===== src/fdmadb_pkg.sv =====
// ----------------------------------------------------------------------------
// fdmadb_pkg
// Types and constants shared by the disk DMA double-buffer block.
// ----------------------------------------------------------------------------
package fdmadb_pkg;

    localparam int BUF_BYTES = 16;
    localparam int BUF_WORDS = BUF_BYTES / 2;
    localparam int FILL_W    = $clog2(BUF_BYTES + 1);
    localparam int WIDX_W    = $clog2(BUF_WORDS);
    localparam int MEM_AW    = WIDX_W + 1;
    localparam int MEM_DEPTH = 2 * BUF_WORDS;
    localparam int CNT_W     = MEM_AW;
    localparam int MOVED_W   = 5;

    localparam int CTL_DIR_BIT     = 8;
    localparam int CTL_DRQ_SRC_BIT = 7;
    localparam int CTL_CNT_SEL_BIT = 4;
    localparam int CTL_HDC_BIT     = 3;

    typedef enum logic [1:0] {
        CMD_READ  = 2'd0,
        CMD_WRITE = 2'd1,
        CMD_FDC   = 2'd2,
        CMD_GRANT = 2'd3
    } t_cmd;

    typedef enum logic [2:0] {
        REG_DATA    = 3'd2,
        REG_CTRL    = 3'd3,
        REG_ADDR_HI = 3'd4,
        REG_ADDR_MD = 3'd5,
        REG_ADDR_LO = 3'd6
    } t_reg;

    typedef enum logic {
        S_IDLE  = 1'b0,
        S_DRAIN = 1'b1
    } t_state;

    typedef struct packed {
        t_cmd        cmd;
        logic [2:0]  reg_addr;
        logic [15:0] write_data;
        logic [7:0]  fdc_data;
        logic        fdc_drq;
        logic        fdc_irq;
    } t_in_item;

    typedef struct packed {
        logic [15:0]        read_data;
        logic               fdc_write_strobe;
        logic [1:0]         fdc_reg_sel;
        logic [7:0]         fdc_write_data;
        logic               ram_write_valid;
        logic [22:0]        ram_word_addr;
        logic [15:0]        ram_write_data;
        logic [MOVED_W-1:0] words_moved;
        logic               bus_request;
        logic               irq_line;
        logic               last;
    } t_out_item;

    typedef struct packed {
        logic             item_go;
        logic             word_go;
        logic             last_word;
        logic [CNT_W-1:0] rd_cnt;
    } t_dp_cmd;

    typedef struct packed {
        logic [MOVED_W-1:0] grant_words;
        logic               out_free;
    } t_dp_sts;

endpackage


===== src/fdmadb_ctrl.sv =====
// ----------------------------------------------------------------------------
// fdmadb_ctrl
// Item acceptance and drain sequencing for the disk DMA double-buffer block.
// ----------------------------------------------------------------------------
module fdmadb_ctrl import fdmadb_pkg::*; (
    input  logic    i_clk,
    input  logic    i_rst_n,
    input  logic    i_in_valid,
    output logic    o_in_stall,
    input  t_dp_sts i_sts,
    output t_dp_cmd o_cmd
);

    t_state           r_state, n_state;
    logic [CNT_W-1:0] r_cnt, n_cnt;
    logic [CNT_W-1:0] r_last_cnt, n_last_cnt;
    logic             w_accept;
    logic             w_word_go;
    logic             w_last_word;

    assign o_in_stall  = !((r_state == S_IDLE) && i_sts.out_free);
    assign w_accept    = i_in_valid && !o_in_stall;
    assign w_word_go   = (r_state == S_DRAIN) && i_sts.out_free;
    assign w_last_word = (r_cnt == r_last_cnt);

    always_ff @(posedge i_clk) begin
        if (!i_rst_n) begin
            r_state    <= S_IDLE;
            r_cnt      <= '0;
            r_last_cnt <= '0;
        end else begin
            r_state    <= n_state;
            r_cnt      <= n_cnt;
            r_last_cnt <= n_last_cnt;
        end
    end

    always_comb begin
        n_state = r_state;
        case (r_state)
            S_IDLE: begin
                if (w_accept && (i_sts.grant_words != '0)) begin
                    n_state = S_DRAIN;
                end
            end
            S_DRAIN: begin
                if (w_word_go && w_last_word) begin
                    n_state = S_IDLE;
                end
            end
            default: n_state = S_IDLE;
        endcase
    end

    always_comb begin
        n_cnt      = r_cnt;
        n_last_cnt = r_last_cnt;
        o_cmd      = '0;
        case (r_state)
            S_IDLE: begin
                n_cnt         = '0;
                o_cmd.item_go = w_accept;
                if (w_accept && (i_sts.grant_words != '0)) begin
                    n_last_cnt = CNT_W'(i_sts.grant_words - MOVED_W'(1));
                end
            end
            S_DRAIN: begin
                o_cmd.word_go   = w_word_go;
                o_cmd.last_word = w_last_word;
                if (w_word_go) begin
                    n_cnt = r_cnt + CNT_W'(1);
                end
            end
            default: n_cnt = '0;
        endcase
        o_cmd.rd_cnt = n_cnt;
    end

endmodule


===== src/fdmadb_dp.sv =====
// ----------------------------------------------------------------------------
// fdmadb_dp
// Registers, byte buffers, DMA address and result register of the disk DMA
// double-buffer block.
// ----------------------------------------------------------------------------
module fdmadb_dp import fdmadb_pkg::*; (
    input  logic        i_clk,
    input  logic        i_rst_n,
    input  logic        i_cfg_wr_en,
    input  logic [23:0] i_cfg_wr_data,
    input  t_in_item    i_item,
    input  t_dp_cmd     i_cmd,
    output t_dp_sts     o_sts,
    input  logic        i_out_stall,
    output logic        o_out_valid,
    output t_out_item   o_out
);

    logic [23:0]        r_ram_size;
    logic [15:0]        r_ctl, n_ctl;
    logic [16:0]        r_left, n_left;
    logic [23:0]        r_dma, n_dma;
    logic [FILL_W-1:0]  r_fill, n_fill;
    logic               r_active, n_active;
    logic [1:0]         r_full, n_full;
    logic               r_overrun, n_overrun;
    logic               r_irq, n_irq;
    logic               r_busreq, n_busreq;
    logic [MOVED_W-1:0] r_moved, n_moved;
    logic               r_out_valid;
    t_out_item          r_out;

    logic [7:0]         mem_hi [MEM_DEPTH];
    logic [7:0]         mem_lo [MEM_DEPTH];
    logic [7:0]         r_rd_hi, r_rd_lo;

    logic [MOVED_W-1:0] w_k;
    logic               w_out_free;
    logic               w_res_now;
    logic               w_load;
    t_out_item          w_res;
    t_out_item          w_word;
    t_out_item          w_load_item;
    logic               w_we;
    logic [MEM_AW-1:0]  w_waddr;
    logic [MEM_AW-1:0]  w_raddr;
    logic [FILL_W-1:0]  w_fill_inc;
    logic [15:0]        w_count_rd;
    logic [23:0]        w_dma_mid;
    logic [23:0]        w_dma_lo;
    logic [23:0]        w_dma_step;
    logic [22:0]        w_waddr_word;
    logic               w_drq_take;

    assign w_k = (!r_ctl[CTL_DIR_BIT] && r_full[~r_active])
               ? (r_full[r_active] ? MOVED_W'(2 * BUF_WORDS) : MOVED_W'(BUF_WORDS))
               : '0;

    assign w_out_free        = !r_out_valid || !i_out_stall;
    assign o_sts.out_free    = w_out_free;
    assign o_sts.grant_words = (i_item.cmd == CMD_GRANT) ? w_k : '0;

    assign w_count_rd = 16'((18'(r_left) + 18'd511) >> 9);
    assign w_dma_mid  = (r_dma[15] && !i_item.write_data[7]) ? r_dma + 24'h010000 : r_dma;
    assign w_dma_lo   = (r_dma[7] && !i_item.write_data[7]) ? r_dma + 24'h000100 : r_dma;
    assign w_dma_step = r_dma + 24'd2;
    assign w_fill_inc = (r_fill < FILL_W'(BUF_BYTES)) ? r_fill + FILL_W'(1) : r_fill;
    assign w_drq_take = (r_left != '0) && i_item.fdc_drq && r_ctl[CTL_DRQ_SRC_BIT];
    assign w_waddr    = {r_active, r_fill[WIDX_W:1]};
    assign w_raddr    = {~r_active ^ i_cmd.rd_cnt[CNT_W-1], i_cmd.rd_cnt[WIDX_W-1:0]};
    assign w_waddr_word = r_dma[23:1];

    always_comb begin
        n_ctl     = r_ctl;
        n_left    = r_left;
        n_dma     = r_dma;
        n_fill    = r_fill;
        n_active  = r_active;
        n_full    = r_full;
        n_overrun = r_overrun;
        n_irq     = r_irq;
        n_busreq  = r_busreq;
        n_moved   = r_moved;
        w_we      = 1'b0;
        w_res_now = 1'b1;
        w_res     = '0;
        w_res.read_data = 16'hffff;
        w_res.last      = 1'b1;
        if (i_cmd.item_go) begin
            case (i_item.cmd)
                CMD_READ: begin
                    case (i_item.reg_addr)
                        REG_DATA: begin
                            if (r_ctl[CTL_CNT_SEL_BIT]) begin
                                w_res.read_data = w_count_rd;
                            end else if (r_ctl[CTL_HDC_BIT]) begin
                                w_res.read_data = 16'hffff;
                            end else begin
                                w_res.read_data = {8'hff, i_item.fdc_data};
                            end
                        end
                        REG_CTRL: begin
                            w_res.read_data = {13'h1fff, i_item.fdc_drq, (r_left != '0),
                                               !r_overrun};
                        end
                        REG_ADDR_HI: w_res.read_data = {8'hff, r_dma[23:16]};
                        REG_ADDR_MD: w_res.read_data = {8'hff, r_dma[15:8]};
                        REG_ADDR_LO: w_res.read_data = {8'hff, r_dma[7:0]};
                        default:     w_res.read_data = 16'hffff;
                    endcase
                end
                CMD_WRITE: begin
                    case (i_item.reg_addr)
                        REG_DATA: begin
                            if (r_ctl[CTL_CNT_SEL_BIT]) begin
                                n_left = {i_item.write_data[7:0], 9'd0};
                            end else if (!r_ctl[CTL_HDC_BIT]) begin
                                w_res.fdc_write_strobe = 1'b1;
                                w_res.fdc_write_data   = i_item.write_data[7:0];
                            end
                        end
                        REG_CTRL: begin
                            if (r_ctl[CTL_DIR_BIT] != i_item.write_data[CTL_DIR_BIT]) begin
                                n_fill    = '0;
                                n_active  = 1'b0;
                                n_overrun = 1'b0;
                                n_left    = '0;
                            end
                            n_ctl = i_item.write_data;
                        end
                        REG_ADDR_HI: n_dma = {i_item.write_data[7:0], r_dma[15:0]};
                        REG_ADDR_MD: n_dma = {w_dma_mid[23:16], i_item.write_data[7:0],
                                              w_dma_mid[7:0]};
                        REG_ADDR_LO: n_dma = {w_dma_lo[23:8], i_item.write_data[7:1], 1'b0};
                        default: n_dma = r_dma;
                    endcase
                end
                CMD_FDC: begin
                    n_irq = i_item.fdc_irq;
                    if (w_drq_take) begin
                        n_left = r_left - 17'd1;
                        if (!r_ctl[CTL_DIR_BIT]) begin
                            w_we   = (r_fill < FILL_W'(BUF_BYTES));
                            n_fill = w_fill_inc;
                            if (w_fill_inc == FILL_W'(BUF_BYTES)) begin
                                n_full[r_active] = 1'b1;
                                if (r_full[~r_active]) begin
                                    n_overrun = 1'b1;
                                end else begin
                                    n_fill   = '0;
                                    n_active = ~r_active;
                                end
                                n_busreq = 1'b1;
                            end
                        end
                    end
                end
                CMD_GRANT: begin
                    n_busreq = 1'b0;
                    n_moved  = w_k;
                    if (w_k != '0) begin
                        w_res_now         = 1'b0;
                        n_full[~r_active] = 1'b0;
                        if (r_full[r_active]) begin
                            n_full[r_active] = 1'b0;
                            n_fill           = '0;
                        end
                    end
                end
                default: w_res_now = 1'b1;
            endcase
            w_res.fdc_reg_sel = n_ctl[2:1];
            w_res.bus_request = n_busreq;
            w_res.irq_line    = n_irq;
        end else if (i_cmd.word_go) begin
            n_dma = w_dma_step;
        end
    end

    always_comb begin
        w_word                 = '0;
        w_word.read_data       = 16'hffff;
        w_word.fdc_reg_sel     = r_ctl[2:1];
        w_word.ram_write_valid = ({1'b0, w_waddr_word} < r_ram_size);
        w_word.ram_word_addr   = w_waddr_word;
        w_word.ram_write_data  = {r_rd_hi, r_rd_lo};
        w_word.words_moved     = r_moved;
        w_word.bus_request     = 1'b0;
        w_word.irq_line        = r_irq;
        w_word.last            = i_cmd.last_word;
    end

    assign w_load      = (i_cmd.item_go && w_res_now) || i_cmd.word_go;
    assign w_load_item = i_cmd.word_go ? w_word : w_res;

    always_ff @(posedge i_clk) begin
        if (!i_rst_n) begin
            r_ram_size  <= 24'd262144;
            r_ctl       <= '0;
            r_left      <= '0;
            r_dma       <= '0;
            r_fill      <= '0;
            r_active    <= 1'b0;
            r_full      <= '0;
            r_overrun   <= 1'b0;
            r_irq       <= 1'b0;
            r_busreq    <= 1'b0;
            r_moved     <= '0;
            r_out_valid <= 1'b0;
        end else begin
            if (i_cfg_wr_en) begin
                r_ram_size <= i_cfg_wr_data;
            end
            r_ctl     <= n_ctl;
            r_left    <= n_left;
            r_dma     <= n_dma;
            r_fill    <= n_fill;
            r_active  <= n_active;
            r_full    <= n_full;
            r_overrun <= n_overrun;
            r_irq     <= n_irq;
            r_busreq  <= n_busreq;
            r_moved   <= n_moved;
            if (w_load) begin
                r_out_valid <= 1'b1;
            end else if (!i_out_stall) begin
                r_out_valid <= 1'b0;
            end
        end
    end

    always_ff @(posedge i_clk) begin
        if (w_load) begin
            r_out <= w_load_item;
        end
    end

    always_ff @(posedge i_clk) begin
        if (w_we && !r_fill[0]) begin
            mem_hi[w_waddr] <= i_item.fdc_data;
        end
        if (w_we && r_fill[0]) begin
            mem_lo[w_waddr] <= i_item.fdc_data;
        end
        r_rd_hi <= mem_hi[w_raddr];
        r_rd_lo <= mem_lo[w_raddr];
    end

    assign o_out_valid = r_out_valid;
    assign o_out       = r_out;

endmodule


===== src/floppy_dma_double_buffer.sv =====
// ----------------------------------------------------------------------------
// floppy_dma_double_buffer
// Disk DMA controller with two 16-byte read buffers drained to RAM as
// big-endian words on a bus grant.
//
//   channel   direction   handshake                 beat
//   in        to block    i_in_valid / o_in_stall   t_in_item
//   out       from block  o_out_valid / i_out_stall t_out_item
//   cfg       to block    i_cfg_wr_en               ram_size_words
//
// Register, disk-event and empty-grant items: one result beat each.
// A grant that drains moves 8 or 16 words, one beat per cycle while out is not
// stalled, from the buffer RAM's registered read port; no item is taken during a drain.
// Reset is synchronous; buffer contents are not cleared.
// A stall on out holds the result register and stalls in.
// ----------------------------------------------------------------------------
module floppy_dma_double_buffer import fdmadb_pkg::*; (
    input  logic        i_clk,
    input  logic        i_rst_n,
    input  logic        i_cfg_wr_en,
    input  logic [23:0] i_cfg_wr_data,
    input  logic        i_in_valid,
    output logic        o_in_stall,
    input  t_in_item    i_in_data,
    output logic        o_out_valid,
    input  logic        i_out_stall,
    output t_out_item   o_out_data
);

    t_dp_cmd w_cmd;
    t_dp_sts w_sts;

    fdmadb_ctrl u_ctrl (
        .i_clk      (i_clk),
        .i_rst_n    (i_rst_n),
        .i_in_valid (i_in_valid),
        .o_in_stall (o_in_stall),
        .i_sts      (w_sts),
        .o_cmd      (w_cmd)
    );

    fdmadb_dp u_dp (
        .i_clk         (i_clk),
        .i_rst_n       (i_rst_n),
        .i_cfg_wr_en   (i_cfg_wr_en),
        .i_cfg_wr_data (i_cfg_wr_data),
        .i_item        (i_in_data),
        .i_cmd         (w_cmd),
        .o_sts         (w_sts),
        .i_out_stall   (i_out_stall),
        .o_out_valid   (o_out_valid),
        .o_out         (o_out_data)
    );

    a_no_accept_in_drain: assert property (@(posedge i_clk) disable iff (!i_rst_n)
        w_cmd.word_go |-> !(i_in_valid && !o_in_stall))
        else $error("item accepted during drain");

    a_ram_write_in_grant: assert property (@(posedge i_clk) disable iff (!i_rst_n)
        o_out_valid && o_out_data.ram_write_valid |-> o_out_data.words_moved != '0)
        else $error("ram write outside a grant");

    a_grant_drops_req: assert property (@(posedge i_clk) disable iff (!i_rst_n)
        o_out_valid && (o_out_data.words_moved != '0) |-> !o_out_data.bus_request)
        else $error("bus request held on grant beat");

    a_multi_only_grant: assert property (@(posedge i_clk) disable iff (!i_rst_n)
        o_out_valid && !o_out_data.last |-> o_out_data.words_moved != '0)
        else $error("non-final beat outside a drain");

endmodule


===== config.mk =====
export PLATFORM = sky130hd
export DESIGN_NAME = floppy_dma_double_buffer
export DESIGN_NICKNAME = d
export VERILOG_FILES = /design/src/fdmadb_pkg.sv /design/src/fdmadb_ctrl.sv /design/src/fdmadb_dp.sv /design/src/floppy_dma_double_buffer.sv
export SDC_FILE = /design/constraint.sdc
export NUM_CORES = 1
export LEC_CHECK = 0
export BUFFER_PORTS_ARGS = -buffer_cell sky130_fd_sc_hd__buf_4
export CAP_MARGIN = 20
export CORE_MARGIN = 2
export CORE_UTILIZATION = 55
export CTS_CLUSTER_SIZE = 30
export DETAILED_ROUTE_END_ITERATION = 6
export GPL_TIMING_DRIVEN = 0
export PLACE_DENSITY = 0.78
export SLEW_MARGIN = 25
export SYNTH_ARGS = -nofsm -noshare
export SYNTH_HDL_FRONTEND = slang
export SYNTH_HIERARCHICAL = 1
export SYNTH_SLANG_ARGS = --single-unit

===== constraint.sdc =====
create_clock -name i_clk -period 5.24 [get_ports i_clk]
set_input_delay 0.262 -clock i_clk [delete_from_list [all_inputs] [get_ports i_clk]]
set_output_delay 0.262 -clock i_clk [all_outputs]
set_load 0.02 [all_outputs]

======== Word-level counts from Yosys, hierarchy flattened ========
Memories as Yosys holds them, arrays and structs flattened. A register that Yosys moved wholly into a read port is not among the register bits.
Cells that the tools add are included.
storage, ports and cells
  register bits ........................... 175
  bits in writable memories ............... 256
  input bits .............................. 60
  output and inout bits ................... 77
  logic and storage cells ................. 222
  memories ................................ 2
operators by class
  add/subtract/negate cells ............... 8
  order comparisons ....................... 6
  equal/unequal tests ..................... 30
  mux-type cells .......................... 88
  bitwise gates (word level) .............. 12
  reductions and logical operators ........ 47
memories
  name         words  bits a word  read ports  clocked after Yosys merged registers in  wr ports  line             source
  u_dp.mem_hi  16     8            1           1                                        1         fdmadb_dp.sv:33  logic [7:0] mem_hi [MEM_DEPTH];
  u_dp.mem_lo  16     8            1           1                                        1         fdmadb_dp.sv:34  logic [7:0] mem_lo [MEM_DEPTH];
operators with widths
  cell                    count
  $mux 24                 5
  $pmux 16 s5             1
  $pmux 24 s3             1
  $pmux 17 s2             2
  $mux 5                  12
  $mux 58                 1
  $mux 17                 3
  $mux 8                  5
  $mux 1                  37
  $add 24x17->24 const B  1
  $add 24x2->24 const B   1
  $add 24x9->24 const B   1
  $lt 23x24->1            1
  $reduce_and 8->1        3
  $add 17x9->18 const B   1
  $reduce_bool 17->1      1
  $sub 17x1->17 const B   1
  $mux 16                 1
  $logic_and 1x1->1       15
  $pmux 5 s3              1
  $reduce_and 5->1        3
  $mux 2                  7
  $ne 2x1->1 const B      6
  $ne 2x2->1 const B      6
  41 further kinds        75

======== Longest topological paths before layout ========
  depth after elaboration ................. 12
  mapped depth ............................ 13
  gate-level depth less buffers ........... 7

======== Cells and area by module ========
Netlist, hierarchy kept.
by module, submodules not included
  module       instances  cells an instance  area each (um2)  seq. area each (um2)
  fdmadb_dp    1          1394               18879.4          11671.2
  fdmadb_ctrl  1          58                 521.8            180.2

======== Least setup slack after synthesis ========
OpenSTA, ideal clock, no wires.
  kind .................................... flip-flop to flip-flop
  from .................................... register u_dp.r_out_valid, in the netlist u_dp/o_out_valid
  to ...................................... register u_dp.r_out, in the netlist u_dp/o_out[0] (enable)
  data arrival time ....................... 3.628 ns
  required time ........................... 4.820 ns
  setup slack ............................. 1.192 ns
  cell stages (with the launch flop) ...... 12
  buffers on the path ..................... 7
  cells stage by stage .................... dfxtp_1 -> nand2_1 -> buf_4 -> buf_2 -> and3b_1 -> clkbuf_1 -> clkbuf_1 -> clkbuf_1 -> clkbuf_1 -> buf_1 -> a21oi_1 -> inv_1
RTL lines
  element                 line              source
  from (decl)             fdmadb_dp.sv:30   logic r_out_valid;
  from (signal assigned)  fdmadb_dp.sv:209  r_out_valid <= 1'b0;
  from (signal assigned)  fdmadb_dp.sv:225  r_out_valid <= 1'b1;
  from (signal assigned)  fdmadb_dp.sv:227  r_out_valid <= 1'b0;
  to (signal assigned)    fdmadb_dp.sv:234  r_out <= w_load_item;
  to (decl)               fdmadb_dp.sv:31   t_out_item r_out;

==> results.json <==
{
  "root_buffer": "clkbuf_16",
  "dp_slack_ns": 0.649,
  "fin_nets": 1754,
  "grt.total_usage_pct": 30.3,
  "ios": 137,
  "h-tree-depth": 2,
  "grt-ovfl-total": 0,
  "postSynthCellCount": 1452,
  "viasPerCell": 6.49,
  "outcome": "completed",
  "crit_path_end_kind": "flop",
  "p_total_mw": 8.07,
  "n_antenna_cell": 0,
  "maxCapViolCount": 0,
  "wl_per_cell_microns": 25.7,
  "fillers": 2409,
  "firstDrtPassIters": 6,
  "power_frac_clock_pct": 38.9,
  "die_y_microns": 192,
  "p_per_area_mw_per_mm2": 355,
  "most-common-layout-cells": "edfxtp_1, buf_4, dfxtp_1",
  "fp.dieArea_sq_mm": 0.0368,
  "seq_power_share_pct": 47.9,
  "ir_worst_vdd_uv": 333,
  "synthesis.area_sq_mm": 0.0194,
  "clock-sinks": 431,
  "syn_to_final_growth_pct": 17.2,
  "dpl.hpwl_mm": 36.6,
  "rows": 68,
  "numCtsBuffers": 44,
  "worst_slew_pin_slew_ns": 1.06,
  "fin_crit_sh_pct": 91.4,
  "cp.arrival_ns": 5.01,
  "p_int_mw": 6.03,
  "synth_area_leader_cell": "edfxtp_1",
  "die_w_microns": 192,
  "final_common_cell": "edfxtp_1",
  "multi_input_area_sq_mm": 0.00694,
  "hp-class": "in2reg",
  "syn_area_per_cell_sq_um": 13.4,
  "synth-edff-count": 322,
  "power_leakage_nw": 7.88,
  "setup_violations": 0,
  "netlist_top_cells_area": "edfxtp_1, dfxtp_1, mux4_2",
  "first_global_vias": 13100,
  "drc": 0,
  "wl_mm": 55.3,
  "port_buffers": 125,
  "start_util_pct": 56.0,
  "grt_max_degree": 58,
  "required_ns": 5.45,
  "fin_hold_ws_ns": 0.0121,
  "place_area_sq_mm": 0.0210,
  "num_vias": 14000,
  "final_hold_viol_count": 0,
  "p_sw_share_pct": 25.3,
  "synthArstFlopShare_pct": 0,
  "power_frac_comb_pct": 13.1,
  "grt_antenna_before_repair": 0,
  "finalInstanceArea_sq_mm": 0.0227,
  "cts_tree": "yes",
  "fin_ws_ns": 0.449,
  "core_sq_mm": 0.0346,
  "min_period_ns": 4.79,
  "grt_pass1_wl_mm": 82.1,
  "slew_headroom_pct": 29.0,
  "clock_skew_ns": 0.0294,
  "drtIter0Drc": 2135,
  "worstSetupStartpointType": "flop",
  "synth_top_area_share_pct": 49.8,
  "drtAntennaViolNets": 0,
  "clk_pin_slew_ns": 0.05,
  "fmax_ghz": 0.209,
  "rsz0062_at_grt": "no",
  "synth_cell_types": 79,
  "ys_ff_latch": 431,
  "cts-resized-gates": 0,
  "crit_type": "reg2reg",
  "insertion_delay_ns": 0.57,
  "yosysWarnings": 6,
  "seqCellArea_sq_mm": 0.0119,
  "p_sw_mw": 2.04,
  "clk_path_buf_depth": 3,
  "synth-main-ff-cell": "edfxtp_1",
  "crit_fanout": 57,
  "gp_congestion": 0.988,
  "final_layout_size_suffix_gt1_share_pct": 20.3,
  "ys_seq_area_share_pct": 61.1,
  "slew_viol_final": 0
}
-- flip-flops by register name (all words and copies together), names as in the netlist --
name / cells
u_dp/mem_hi: 128
u_dp/r_left: 17
u_dp/o_out_valid: 1
u_dp/r_active: 1
u_dp/r_busreq: 1
u_dp/r_dma: 23
u_dp/r_irq: 1
u_ctrl/r_state: 1
u_ctrl/r_cnt: 4
u_dp/o_out: 66
u_dp/mem_lo: 128
u_dp/r_full: 2
u_dp/r_rd_lo: 8
u_dp/r_rd_hi: 8
u_dp/r_overrun: 1
u_ctrl/r_last_cnt: 4
u_dp/r_ram_size: 24
u_dp/r_fill: 5
u_dp/r_ctl: 6
u_dp/r_moved: 2
-- cell families after synthesis --
family          share of synthesized area (%)
fa+ha+maj                                2.26
simple gates                             11.8
mux                                      11.3
buf+inv                                  3.40
xor+xnor                                0.993
other cells                            0.0193
compound gates                           9.13
flops                                    61.1
-- critical path: stages (launching register included) --
cell and delay [ns]:
dfxtp_1 0.31, nand2_1 0.08, buf_4 0.12, buf_2 0.20, and3b_1 0.18, clkbuf_1 0.35
clkbuf_1 0.47, clkbuf_1 0.52, clkbuf_1 0.51, buf_1 0.74, a21oi_1 0.34, inv_4 0.28
buf_16 0.29
-- cell usage after synthesis, drive strengths merged (13+ instances only) --
library cell,n
nand2b,21
dfxtp,109
nand4,17
xor2,13
and2,57
nand3,27
ha,35
nor3,19
edfxtp,322
clkbuf,64
inv,48
mux2i,37
nand2,67
buf,43
a21oi,71
nor4,17
a31oi,14
nor2,103
mux4,80
o21ai,59
or3,17
-- layer usage --
layer	wire [microns]	global-route usage (%)	vias up
li1	-	-	5992
met1	21500	43.0	6808
met2	25200	46.9	977
met3	6370	5.55	179
met4	2220	11.6	0
met5	0	0	-
-- worst paths after layout --
path                                               startpoint                       endpoint  slack (ns)  depth (start not counted)
worst max-delay path            u_dp/o_out_valid$_SDFFE_PN0P_   u_dp/o_out[39]$_SDFFCE_PN0P_        0.45                         12
worst min-delay path                              i_out_stall  u_dp/o_out_valid$_SDFFE_PN0P_        0.01                          3
worst max register to register  u_dp/o_out_valid$_SDFFE_PN0P_   u_dp/o_out[39]$_SDFFCE_PN0P_        0.45                         12
worst min register to register     u_dp/r_busreq$_SDFFE_PN0P_     u_dp/r_busreq$_SDFFE_PN0P_        0.49                          2
-- metrics by stage --
step | TNS, ns | utilization, % | cells
floorplan | 0 | - | 1457
global placement | -49.41 | 60.4 | 2037
detailed placement | 0 | 60.7 | 2042
CTS | 0 | 65.7 | 2150
global route | 0 | 65.7 | 2150
finish | 0 | 65.7 | 2150
-- cell type report --
type	count	share of cell area, %
sequential	431	52.1
tap	455	2.50
inverter	49	0.820
clock buffer	63	5.51
timing repair buffer	156	5.49
multi-input combinational	870	30.5
clock inverter	19	0.919
buffer	107	2.10
-- power by group through the flow --
stage | clock (mW) | combinational, mW | sequential [mW]
finish | 3.14 | 1.06 | 3.87
global route | 3.30 | 1.12 | 3.88
CTS | 3.17 | 1.04 | 3.87
detailed placement | 0 | 1.02 | 3.94
floorplan | 0 | 0.523 | 4.01
global placement | 0 | 0.983 | 3.94
-- what timing repair did --
action / in CTS / in global routing
endpoints found under the setup margin: 0 / 0
hold buffers: 26 / 0
setup buffers: 0 / 0
hold endpoints to repair: 27 / 0
Power figures use the tool's default switching activity.
